## config.mk

```make
export PLATFORM = sky130hd
export DESIGN_NAME = spi_frame_deframer_top
export DESIGN_NICKNAME = d
export VERILOG_FILES = /design/src/rtl/core/sfd_pkg.sv /design/src/rtl/core/spi_frame_deframer_top.sv /design/src/rtl/core/sfd_in_stage.sv /design/src/rtl/core/sfd_deframe.sv /design/src/rtl/core/sfd_out_stage.sv
export SDC_FILE = /design/constraint.sdc
export NUM_CORES = 1
export LEC_CHECK = 0
export ABC_AREA = 0
export BUFFER_PORTS_ARGS = -buffer_cell sky130_fd_sc_hd__buf_2
export CAP_MARGIN = 10
export CORE_MARGIN = 3
export CORE_UTILIZATION = 62
export CTS_CLUSTER_SIZE = 24
export DETAILED_ROUTE_END_ITERATION = 8
export GPL_ROUTABILITY_DRIVEN = 1
export HOLD_SLACK_MARGIN = 0.15
export PLACE_DENSITY = 0.89
export SLEW_MARGIN = 20
export SYNTH_ARGS = -nofsm -noshare
export SYNTH_HDL_FRONTEND = slang
export SYNTH_SLANG_ARGS = --single-unit
```

## constraint.sdc

```tcl
create_clock -name i_clk -period 11.6 [get_ports i_clk]
set_clock_uncertainty 0.2 [all_clocks]
set_input_delay 0 -clock i_clk [delete_from_list [all_inputs] [get_ports i_clk]]
set_output_delay 0 -clock i_clk [all_outputs]
set_load 0.01 [all_outputs]
```

## src/rtl/core/sfd_pkg.sv

```systemverilog
package sfd_pkg;

    // header length default, range 4 to 16
    localparam int HEADER_BYTES_DEF = 8;

    // sync pattern at the start of the header
    localparam logic [7:0] SYNC_FIRST  = 8'hAA;
    localparam logic [7:0] SYNC_SECOND = 8'h55;

    // reset value of the max length register
    localparam logic [15:0] MAX_LENGTH_RST = 16'hFFFF;

    // result kinds
    localparam logic [1:0] KIND_PAYLOAD  = 2'd0;
    localparam logic [1:0] KIND_END      = 2'd1;
    localparam logic [1:0] KIND_BAD_SYNC = 2'd2;

    // one received byte
    typedef struct packed {
        logic       start_of_frame;
        logic [7:0] rx_byte;
    } t_sfd_in;

    // one result item
    typedef struct packed {
        logic [1:0]  kind;
        logic [7:0]  data_byte;
        logic        frame_end;
        logic [15:0] copied_count;
    } t_sfd_out;

endpackage

```

## src/rtl/core/spi_frame_deframer_top.sv

```systemverilog
// SPI receive deframer: one received byte per item, flagged when it is the first after chip
// select. Each frame carries a header (0xAA 0x55, then a little-endian length) followed by
// the payload padded to a multiple of 4; up to min(length, max_length) payload bytes come
// out, one result per byte, and the last wire byte of the frame closes it (a bad sync closes
// at header end). The block takes one byte every cycle when the output is not stalled:
// each byte passes from an input register through one decode step into a result register;
// the rate is set by that single-pass decode. max_length is written through i_cfg_wr_en /
// i_cfg_wr_data and should change only while the block is idle.
module spi_frame_deframer_top
    import sfd_pkg::*;
#(
    parameter int HEADER_BYTES = HEADER_BYTES_DEF
) (
    input  logic        i_clk,
    input  logic        i_rst_n,
    input  logic        i_cfg_wr_en,
    input  logic [15:0] i_cfg_wr_data,
    input  logic        i_in_valid,
    input  t_sfd_in     i_in_item,
    output logic        o_in_stall,
    output logic        o_out_valid,
    output t_sfd_out    o_out_item,
    input  logic        i_out_stall
);

    logic     w_stg_valid;
    t_sfd_in  w_stg_item;
    logic     w_take;
    logic     w_out_ready;
    logic     w_res_valid;
    t_sfd_out w_res;

    // input register
    sfd_in_stage u_in_stage (
        .i_clk   (i_clk),
        .i_rst_n (i_rst_n),
        .i_valid (i_in_valid),
        .i_item  (i_in_item),
        .o_stall (o_in_stall),
        .o_valid (w_stg_valid),
        .o_item  (w_stg_item),
        .i_take  (w_take)
    );

    // frame decode and state
    sfd_deframe #(
        .HEADER_BYTES (HEADER_BYTES)
    ) u_deframe (
        .i_clk         (i_clk),
        .i_rst_n       (i_rst_n),
        .i_cfg_wr_en   (i_cfg_wr_en),
        .i_cfg_wr_data (i_cfg_wr_data),
        .i_valid       (w_stg_valid),
        .i_item        (w_stg_item),
        .i_out_ready   (w_out_ready),
        .o_take        (w_take),
        .o_res_valid   (w_res_valid),
        .o_res         (w_res)
    );

    // result register
    sfd_out_stage u_out_stage (
        .i_clk   (i_clk),
        .i_rst_n (i_rst_n),
        .i_load  (w_res_valid),
        .i_item  (w_res),
        .o_ready (w_out_ready),
        .o_valid (o_out_valid),
        .o_item  (o_out_item),
        .i_stall (i_out_stall)
    );

endmodule

```

## src/rtl/core/sfd_in_stage.sv

```systemverilog
module sfd_in_stage
    import sfd_pkg::*;
(
    input  logic    i_clk,
    input  logic    i_rst_n,
    input  logic    i_valid,
    input  t_sfd_in i_item,
    output logic    o_stall,
    output logic    o_valid,
    output t_sfd_in o_item,
    input  logic    i_take
);

    logic    r_valid;
    logic    n_valid;
    t_sfd_in r_item;
    logic    w_load;

    // hold while the registered item cannot move on
    assign o_stall = r_valid & ~i_take;
    assign w_load  = i_valid & ~o_stall;
    assign n_valid = w_load | (r_valid & ~i_take);

    always_ff @(posedge i_clk) begin
        if (!i_rst_n) begin
            r_valid <= 1'b0;
        end else begin
            r_valid <= n_valid;
        end
    end

    // item register
    always_ff @(posedge i_clk) begin
        if (w_load) begin
            r_item <= i_item;
        end
    end

    assign o_valid = r_valid;
    assign o_item  = r_item;

endmodule

```

## src/rtl/core/sfd_deframe.sv

```systemverilog
module sfd_deframe
    import sfd_pkg::*;
#(
    parameter int HEADER_BYTES = HEADER_BYTES_DEF
) (
    input  logic        i_clk,
    input  logic        i_rst_n,
    input  logic        i_cfg_wr_en,
    input  logic [15:0] i_cfg_wr_data,
    input  logic        i_valid,
    input  t_sfd_in     i_item,
    input  logic        i_out_ready,
    output logic        o_take,
    output logic        o_res_valid,
    output t_sfd_out    o_res
);

    localparam int HPW = $clog2(HEADER_BYTES);
    localparam logic [HPW-1:0] HPOS_LAST = HPW'(HEADER_BYTES - 1);

    // control state
    logic [15:0]    r_max_length;
    logic [HPW-1:0] r_hpos;
    logic [HPW-1:0] n_hpos;
    logic           r_in_payload;
    logic           n_in_payload;
    logic           r_frame_active;
    logic           n_frame_active;
    logic           r_sync_ok;
    logic           n_sync_ok;

    // frame data state
    logic [7:0]  r_length_low;
    logic [7:0]  n_length_low;
    logic [15:0] r_plen;
    logic [15:0] n_plen;
    logic [16:0] r_padded;
    logic [16:0] n_padded;
    logic [16:0] r_ppos;
    logic [16:0] n_ppos;

    // per item working values
    logic           w_start;
    logic [7:0]     w_byte;
    logic           w_active;
    logic           w_in_payload;
    logic [HPW-1:0] w_hpos;
    logic           w_sync;
    logic [16:0]    w_pad_calc;
    logic [15:0]    w_copy_len;
    logic [16:0]    w_ppos_inc;
    logic           w_last;
    logic           w_has_res;
    t_sfd_out       w_res;

    assign o_take  = i_valid & i_out_ready;
    assign w_start = i_item.start_of_frame;
    assign w_byte  = i_item.rx_byte;

    // a start flag opens a fresh frame
    assign w_active     = w_start | r_frame_active;
    assign w_in_payload = w_start ? 1'b0 : r_in_payload;
    assign w_hpos       = w_start ? '0 : r_hpos;
    assign w_sync       = w_start ? 1'b1 : r_sync_ok;

    assign w_copy_len = (r_plen < r_max_length) ? r_plen : r_max_length;
    assign w_ppos_inc = r_ppos + 17'd1;
    assign w_last     = (w_ppos_inc == r_padded);

    // next state and result for one item
    always_comb begin
        n_hpos         = r_hpos;
        n_in_payload   = r_in_payload;
        n_frame_active = r_frame_active;
        n_sync_ok      = r_sync_ok;
        n_length_low   = r_length_low;
        n_plen         = r_plen;
        n_padded       = r_padded;
        n_ppos         = r_ppos;
        w_pad_calc     = '0;
        w_has_res      = 1'b0;
        w_res          = '0;

        if (w_start) begin
            n_frame_active = 1'b1;
            n_in_payload   = 1'b0;
            n_hpos         = '0;
            n_sync_ok      = 1'b1;
        end

        if (w_active && !w_in_payload) begin
            // header byte
            if (w_hpos == HPW'(0)) begin
                n_sync_ok = (w_byte == SYNC_FIRST);
            end else if (w_hpos == HPW'(1)) begin
                n_sync_ok = w_sync & (w_byte == SYNC_SECOND);
            end else if (w_hpos == HPW'(2)) begin
                n_length_low = w_byte;
            end else if (w_hpos == HPW'(3)) begin
                n_plen = {w_byte, r_length_low};
            end

            w_pad_calc = ({1'b0, n_plen} + 17'd3) & ~17'd3;

            if (w_hpos != HPOS_LAST) begin
                n_hpos = w_hpos + HPW'(1);
            end else if (!n_sync_ok) begin
                // header done, bad sync
                n_frame_active   = 1'b0;
                n_in_payload     = 1'b0;
                n_hpos           = '0;
                w_has_res        = 1'b1;
                w_res.kind       = KIND_BAD_SYNC;
                w_res.frame_end  = 1'b1;
            end else begin
                n_padded = w_pad_calc;
                n_ppos   = '0;
                if (w_pad_calc == 17'd0) begin
                    // empty frame closes on the header
                    n_frame_active  = 1'b0;
                    n_in_payload    = 1'b0;
                    n_hpos          = '0;
                    w_has_res       = 1'b1;
                    w_res.kind      = KIND_END;
                    w_res.frame_end = 1'b1;
                end else begin
                    n_in_payload = 1'b1;
                end
            end
        end else if (w_active) begin
            // payload byte
            if (r_ppos < {1'b0, w_copy_len}) begin
                w_has_res          = 1'b1;
                w_res.kind         = KIND_PAYLOAD;
                w_res.data_byte    = w_byte;
                w_res.frame_end    = w_last;
                w_res.copied_count = w_ppos_inc[15:0];
            end else if (w_last) begin
                w_has_res          = 1'b1;
                w_res.kind         = KIND_END;
                w_res.frame_end    = 1'b1;
                w_res.copied_count = w_copy_len;
            end
            n_ppos = w_ppos_inc;
            if (w_last) begin
                n_frame_active = 1'b0;
                n_in_payload   = 1'b0;
                n_hpos         = '0;
            end
        end
    end

    // control registers
    always_ff @(posedge i_clk) begin
        if (!i_rst_n) begin
            r_max_length   <= MAX_LENGTH_RST;
            r_hpos         <= '0;
            r_in_payload   <= 1'b0;
            r_frame_active <= 1'b0;
            r_sync_ok      <= 1'b1;
        end else begin
            if (i_cfg_wr_en) begin
                r_max_length <= i_cfg_wr_data;
            end
            if (o_take) begin
                r_hpos         <= n_hpos;
                r_in_payload   <= n_in_payload;
                r_frame_active <= n_frame_active;
                r_sync_ok      <= n_sync_ok;
            end
        end
    end

    // frame data registers
    always_ff @(posedge i_clk) begin
        if (o_take) begin
            r_length_low <= n_length_low;
            r_plen       <= n_plen;
            r_padded     <= n_padded;
            r_ppos       <= n_ppos;
        end
    end

    assign o_res_valid = o_take & w_has_res;
    assign o_res       = w_res;

    // payload phase only inside an open frame
    a_payload_in_frame: assert property (@(posedge i_clk) disable iff (!i_rst_n)
        r_in_payload |-> r_frame_active)
        else $error("payload phase outside a frame");

    // payload position stays below the padded length
    a_ppos_bound: assert property (@(posedge i_clk) disable iff (!i_rst_n)
        r_in_payload |-> (r_ppos < r_padded))
        else $error("payload position beyond padded length");

    // bad sync always closes with a zero count
    a_bad_sync_result: assert property (@(posedge i_clk) disable iff (!i_rst_n)
        (o_res_valid && o_res.kind == KIND_BAD_SYNC)
            |-> (o_res.frame_end && o_res.copied_count == 16'd0
                 && !n_frame_active))
        else $error("bad sync result malformed");

    // every frame close leaves the header counter cleared
    a_close_clears: assert property (@(posedge i_clk) disable iff (!i_rst_n)
        (o_res_valid && o_res.frame_end) |=> (r_hpos == '0 && !r_in_payload))
        else $error("frame close did not clear state");

endmodule

```

## src/rtl/core/sfd_out_stage.sv

```systemverilog
module sfd_out_stage
    import sfd_pkg::*;
(
    input  logic     i_clk,
    input  logic     i_rst_n,
    input  logic     i_load,
    input  t_sfd_out i_item,
    output logic     o_ready,
    output logic     o_valid,
    output t_sfd_out o_item,
    input  logic     i_stall
);

    logic     r_valid;
    logic     n_valid;
    t_sfd_out r_item;

    // free when empty or the held item leaves this cycle
    assign o_ready = ~r_valid | ~i_stall;
    assign n_valid = i_load | (r_valid & i_stall);

    always_ff @(posedge i_clk) begin
        if (!i_rst_n) begin
            r_valid <= 1'b0;
        end else begin
            r_valid <= n_valid;
        end
    end

    // result register, loaded only when free
    always_ff @(posedge i_clk) begin
        if (i_load && o_ready) begin
            r_item <= i_item;
        end
    end

    assign o_valid = r_valid;
    assign o_item  = r_item;

endmodule

```

==> impl_metrics.json, run 1 <==
{
  "syn-cell-area_sq_um": 6700,
  "max_freq_mhz": 157,
  "clock_path_buffers": 2,
  "hold_ws_ps": 296,
  "synthDistinctLibCells": 62,
  "required_ps": 11880,
  "vias": 6292,
  "hpwl_um": 12600,
  "clock-root-buffer": "clkbuf_8",
  "die_w_um": 110,
  "rows": 37,
  "seq_area_frac_synth": 0.484,
  "hp-class": "flop to flop",
  "cp_max_fo": 30,
  "cp-end-kind": "flop",
  "final_common_cell": "edfxtp_1",
  "drc": 0,
  "tritoncts": "done",
  "setup_viol": 0,
  "finalHoldViolCount": 0,
  "antenna_found_initial": 2,
  "synth_cells": 649,
  "fp.dieArea_sq_um": 12100,
  "cts_max_level": 4,
  "io_buffers": 58,
  "cp-start-kind": "flop",
  "postPlaceCellArea_sq_um": 7080,
  "dr.pass1.iters": 6,
  "p_per_area_nw_per_um2": 126,
  "max_slew.worst_pin.slew_ps": 822,
  "power_uw": 1070,
  "clock_latency_ps": 540,
  "final_area_sq_um": 8510,
  "drt_iter0_drc": 935,
  "worst_ep_arrival_time_ps": 6630,
  "path_class": "flop to flop",
  "async_flop_share": 0,
  "wl_per_cell_um": 23.7,
  "ys_ff_latch": 116,
  "reg2reg_setup_slack_ps": 5250,
  "gp_congestion": 0.959,
  "status": "finished clean",
  "grt_pass1_wl_um": 35300,
  "synth_area_per_cell_sq_um": 10.3,
  "post-route-min-period_ps": 6350,
  "cts.sinks": 116,
  "start_util": 0.643,
  "max-vdd-ir-drop_mv": 0.0943,
  "synth_flop_cell": "edfxtp_1",
  "grt.overflow.total": 0,
  "syn-num-nets": 717,
  "leakagePower_uw": 0.00351,
  "ys_warn_count": 0,
  "cts_buffers": 17,
  "grt_max_degree": 32,
  "die_h_um": 110,
  "grt.total_usage": 0.404,
  "synthToLayoutAreaGrowth_pct": 27.1,
  "ioPinCount": 59,
  "rsz0062_at_grt": "false",
  "core_sq_um": 10400,
  "slew_violations": 0,
  "post-route-period-util": 0.548,
  "drive_gt1_frac": 0.153,
  "cts_resized": 0,
  "drtAntennaViolNets": 0,
  "wl_um": 22400,
  "grt_pass1_vias": 6280,
  "max-slew-margin-rel": 0.452,
  "avgViaCountPerCell": 6.67,
  "final_cell_mix": "92 x edfxtp_1, 88 x dlygate4sd3_1, 69 x nor2_1",
  "fin_nets": 861,
  "clk_pin_slew_worst_paths_ps": 60,
  "cap_violations": 0,
  "synth_edf_count": 92,
  "tns_ps": 0
}
through the flow:
step,worst slack [ps],util,cells
2_1_floorplan,6600,-,649
3_3_place_gp,6290,0.680,822
3_5_place_dp,5990,0.680,822
4_1_cts,5400,0.816,942
5_1_grt,5030,0.817,943
6_report,5250,0.817,943
critical path, cell delays in order (launching register included):
cell	delay [ps]
edfxtp_1	510
ha_1	410
a21o_1	180
a211oi_1	280
o211ai_1	210
a21oi_4	710
nor2_1	170
a21oi_1	350
ha_1	330
and3_1	200
a221o_1	300
a21oi_1	160
o21ai_0	160
a21oi_1	160
o2bb2ai_1	120
a21oi_1	160
a221oi_4	590
buf_4	410
o21a_1	150
dlygate4sd3_1	540
cell families (layout without fill, tap and decap cells):
family / Yosys count / in the layout / share of synthesized area
other cells: 0 / 1 / 0
flops: 116 / 116 / 0.484
compound gates: 140 / 140 / 0.137
simple gates: 244 / 244 / 0.190
mux: 26 / 26 / 0.0437
xor+xnor: 31 / 31 / 0.0405
fa+ha+maj: 38 / 38 / 0.0710
buf+inv: 54 / 211 / 0.0334
cell usage after synthesis, types with 3 or more instances:
cell        n  share of area
edfxtp_1   92           0.41
nor2_1     69          0.039
nand2_1    50          0.028
a21oi_1    43          0.032
ha_1       38          0.071
inv_1      29          0.016
dfxtp_1    24          0.072
o21ai_0    20          0.015
o211ai_1   19          0.021
and2_1     18          0.017
clkbuf_1   18          0.010
o22ai_1    17          0.016
xnor2_1    17          0.022
nand3_1    15          0.011
nand4_1    15          0.014
nor3_1     15          0.011
xor2_1     14          0.018
a21o_1     12          0.013
mux2_2     11          0.018
mux2i_1    11          0.016
nand2b_1   11          0.010
nor2b_1     9         0.0084
nor4_1      9         0.0084
and3_1      8         0.0075
buf_2       5         0.0037
a211oi_1    4         0.0045
and4_1      4         0.0052
o2111ai_1   4         0.0052
o21a_1      4         0.0045
mux2_4      3         0.0067
layer usage:
layer,vias up,GRT usage,share of wire
met2,527,0.650,0.48
li1,2692,-,-
met1,2934,0.477,0.34
met5,-,0,0.00049
met3,137,0.135,0.12
met4,2,0.220,0.062
registers in the layout, indices dropped and copies added (netlist names), 3 cells and up:
| signal | count |
|---|---|
| u_deframe.r_hpos | 3 |
| u_deframe.r_length_low | 8 |
| u_deframe.r_max_length | 16 |
| u_deframe.r_padded | 15 |
| u_deframe.r_plen | 16 |
| u_deframe.r_ppos | 17 |
| u_in_stage.o_item | 9 |
| u_out_stage.o_item | 27 |
power breakdown:
part | internal [uW] | leakage, uW | switching, uW
Combinational | 51.2 | 0.00215 | 63.8
Clock | 288 | 0.000253 | 198
Sequential | 458 | 0.00111 | 11.9
Total | 796 | 0.00351 | 273
area by class of cell:
type / count / area, sq um
Sequential cell: 116 / 3240
Multi-Input combinational cell: 479 / 3250
Clock buffer: 19 / 432
Clock inverter: 13 / 109
Tap cell: 136 / 170
Inverter: 29 / 109
Timing Repair Buffer: 150 / 1200
Antenna cell: 1 / 2.50
Fill cell: 560 / 1900
path summary, 6_finish.rpt:
check                       from             endpoint  cells after the start
max reg2reg  u_deframe.r_plen[5]  u_out_stage.o_valid                     19
min reg2reg  u_deframe.r_sync_ok  u_deframe.r_sync_ok                      2
max          u_deframe.r_plen[5]  u_out_stage.o_valid                     19
min          u_deframe.r_sync_ok  u_deframe.r_sync_ok                      2
timing repair:
action                    in CTS  in global routing
setup buffers                  0                  0
hold endpoints to repair      67                  0
hold buffers                  88                  0
Note: power is estimated with default switching activity, not from simulation.
==> inputs of run 2 (changes only) <==
--- a/config.mk
+++ b/config.mk
@@ -5,16 +5,16 @@
 export SDC_FILE = /design/constraint.sdc
 export NUM_CORES = 1
 export LEC_CHECK = 0
-export ABC_AREA = 0
+export ABC_AREA = 1
 export BUFFER_PORTS_ARGS = -buffer_cell sky130_fd_sc_hd__buf_2
 export CAP_MARGIN = 10
 export CORE_MARGIN = 3
-export CORE_UTILIZATION = 62
+export CORE_UTILIZATION = 61
 export CTS_CLUSTER_SIZE = 24
 export DETAILED_ROUTE_END_ITERATION = 8
 export GPL_ROUTABILITY_DRIVEN = 1
 export HOLD_SLACK_MARGIN = 0.15
-export PLACE_DENSITY = 0.89
+export PLACE_DENSITY = 0.87
 export SLEW_MARGIN = 20
 export SYNTH_ARGS = -nofsm -noshare
 export SYNTH_HDL_FRONTEND = slang
==> constraint.sdc (replaced) <==
create_clock -name i_clk -period 6.06 [get_ports i_clk]
set_clock_uncertainty 0.2 [all_clocks]
set_input_delay 0 -clock i_clk [delete_from_list [all_inputs] [get_ports i_clk]]
set_output_delay 0 -clock i_clk [all_outputs]
set_load 0.01 [all_outputs]
==> run 2 against run 1 <==
Final cell count increased by 22%. Critical endpoint is now u_out_stage.o_item[2]. Largest cell class is now sequential cells. First-iteration DRC count is 16% lower. Total power increased by 110%. Via count grew 5.8%. Sequential share of layout area is 1.4 points lower. Fmax grew 22%.
==> impl_metrics.json, run 2 <==
{
  "status": "finished clean",
  "hold_ws_ps": 228,
  "fin_cells": 1152,
  "grt_max_degree": 33,
  "largest_reg_flops": 27,
  "tns_ps": 0,
  "synth_top_area_frac": 0.396,
  "postPlaceCellArea_sq_um": 7370,
  "async_flop_share": 0,
  "synth_flop_cell": "edfxtp_1",
  "rows": 38,
  "slew_violations": 0,
  "ys_warn_count": 0,
  "p_per_area_nw_per_um2": 248,
  "tritoncts": "done",
  "seq_area_frac_synth": 0.464,
  "yosysMostFrequentCell": "nand2_1",
  "cap_violations": 0,
  "cp_max_fo": 31,
  "cts_hold_buf": 84,
  "wl_per_cell_um": 17.9,
  "synth_edf_count": 92,
  "cts.sinks": 116,
  "die_h_um": 113,
  "max_slew.worst_pin.slew_ps": 888,
  "synthDistinctLibCells": 46,
  "ys_top_cells_by_area": "edfxtp_1 40%, nand2_1 11%, dfxtp_1 6.9%, inv_1 6.9%, ha_1 6.8%",
  "final_area_sq_um": 8840,
  "cts_buffers": 17,
  "multi_input_area_sq_um": 3140,
  "antenna_found_initial": 0,
  "power_uw": 2190,
  "max-vdd-ir-drop_mv": 0.390,
  "grt_pass1_wl_um": 33100,
  "fillers": 708,
  "hpwl_um": 12900,
  "clock_latency_ps": 430,
  "cts_max_level": 4,
  "final_cell_mix": "209 x nand2_1, 128 x inv_1, 92 x edfxtp_1",
  "synth_cells": 854,
  "n_antenna_cell": 0,
  "syn-cell-area_sq_um": 6980,
  "dr.pass1.iters": 8,
  "worst_ep_arrival_time_ps": 5230,
  "cp-start-kind": "flop",
  "rsz0062_at_grt": "false",
  "ys_top_cells_by_count": "209 x nand2_1, 128 x inv_1, 92 x edfxtp_1",
  "core_sq_um": 11000,
  "clock-root-buffer": "clkbuf_16",
  "die_w_um": 113,
  "cp-end-kind": "flop",
  "hp-class": "input pin to flop",
  "wl_um": 20600,
  "clock_path_buffers": 2,
  "synthAdderAreaFrac": 0.0681,
  "io_buffers": 58,
  "avgViaCountPerCell": 5.78,
  "vias": 6655,
  "gp_congestion": 1.07,
  "drtAntennaViolNets": 0,
  "required_ps": 6080,
  "synth_compound_area_frac": 0.0939,
  "max_freq_mhz": 192,
  "seqCellArea_sq_um": 3240,
  "cts_resized": 0,
  "fin_nets": 1067,
  "leakagePower_uw": 0.00410,
  "synthMuxAreaShare": 0,
  "start_util": 0.633,
  "ys_ff_latch": 116,
  "grt.total_usage": 0.338,
  "synth_top_family_by_area": "simple AND/OR/NAND/NOR gates",
  "post-route-period-util": 0.860,
  "drive_gt1_frac": 0.131,
  "post-route-min-period_ps": 5210,
  "post-cts-setup-buffer-count": 0,
  "syn-num-nets": 922,
  "synth_xor_area_frac": 0.0199,
  "ioPinCount": 59,
  "max-slew-margin-rel": 0.407,
  "placedCellCount": 1036,
  "finalHoldViolCount": 0,
  "grt.overflow.total": 0,
  "drt_iter0_drc": 781,
  "synthSimpleGateAreaFrac": 0.265,
  "synthToLayoutAreaGrowth_pct": 26.7,
  "drc": 0,
  "final_common_cell": "nand2_1",
  "path_class": "flop to flop",
  "yosys.area.top_type": "edfxtp_1",
  "grt_pass1_vias": 6669,
  "fp.dieArea_sq_um": 12800,
  "synth_area_per_cell_sq_um": 8.18,
  "setup_viol": 0,
  "clk_pin_slew_worst_paths_ps": 60
}
## run 2: critical path: stages, from the launching register on
cell	delay, ps
edfxtp_1	470
ha_1	360
a21oi_1	170
a21oi_1	110
o211ai_1	210
nand2_1	570
o21ai_0	660
inv_1	90
ha_1	310
a21oi_1	130
o221ai_1	150
a221oi_1	260
nand2_1	150
inv_1	160
nand2_1	530
o21ai_0	470
## run 2: report_power, final
| group | internal, uW | switching [uW] |
|---|---|---|
| registers | 880 | 16.7 |
| clock network | 657 | 405 |
| logic | 96.6 | 140 |
## run 2: cell families (layout without fill, tap and decap cells)
family,after synthesis,count (layout)
and+or+nand+nor,411,411
buffers and inverters,153,311
AOI/OAI and AO/OA,121,121
DFF,116,116
adders and majority gates,38,38
xor gates and xnor gates,15,15
## run 2: worst paths after layout
| check | startpoint | endpoint | slack [ps] | cells after the start |
|---|---|---|---|---|
| worst max-delay path | u_deframe.r_plen[3] | u_out_stage.o_item[2] | 850 | 15 |
| worst min-delay path | i_out_stall | u_out_stage.o_valid | 230 | 4 |
| worst max register to register | u_deframe.r_plen[3] | u_out_stage.o_item[2] | 850 | 15 |
| worst min register to register | u_deframe.r_hpos[0] | u_deframe.r_hpos[0] | 290 | 2 |
## run 2: per-stage QoR
stage	utilization	setup slack (ps)
floorplan	-	2200
global placement	0.669	1400
detailed placement	0.669	1230
CTS	0.801	1140
global route	0.802	506
finish	0.802	847
## run 2: layout make-up
type / instances / area share
Sequential cell: 116 / 0.367
Inverter: 131 / 0.0556
Tap cell: 140 / 0.0198
Multi-Input combinational cell: 585 / 0.355
Timing Repair Buffer: 148 / 0.133
Clock inverter: 15 / 0.0218
Clock buffer: 17 / 0.0481
## run 2: metal layers
metal	vias to the layer above	share of wire	GRT usage
li1	3148	-	-
met1	3005	0.38	0.390
met2	400	0.49	0.583
met3	102	0.081	0.0818
met4	0	0.050	0.172
met5	-	0	0
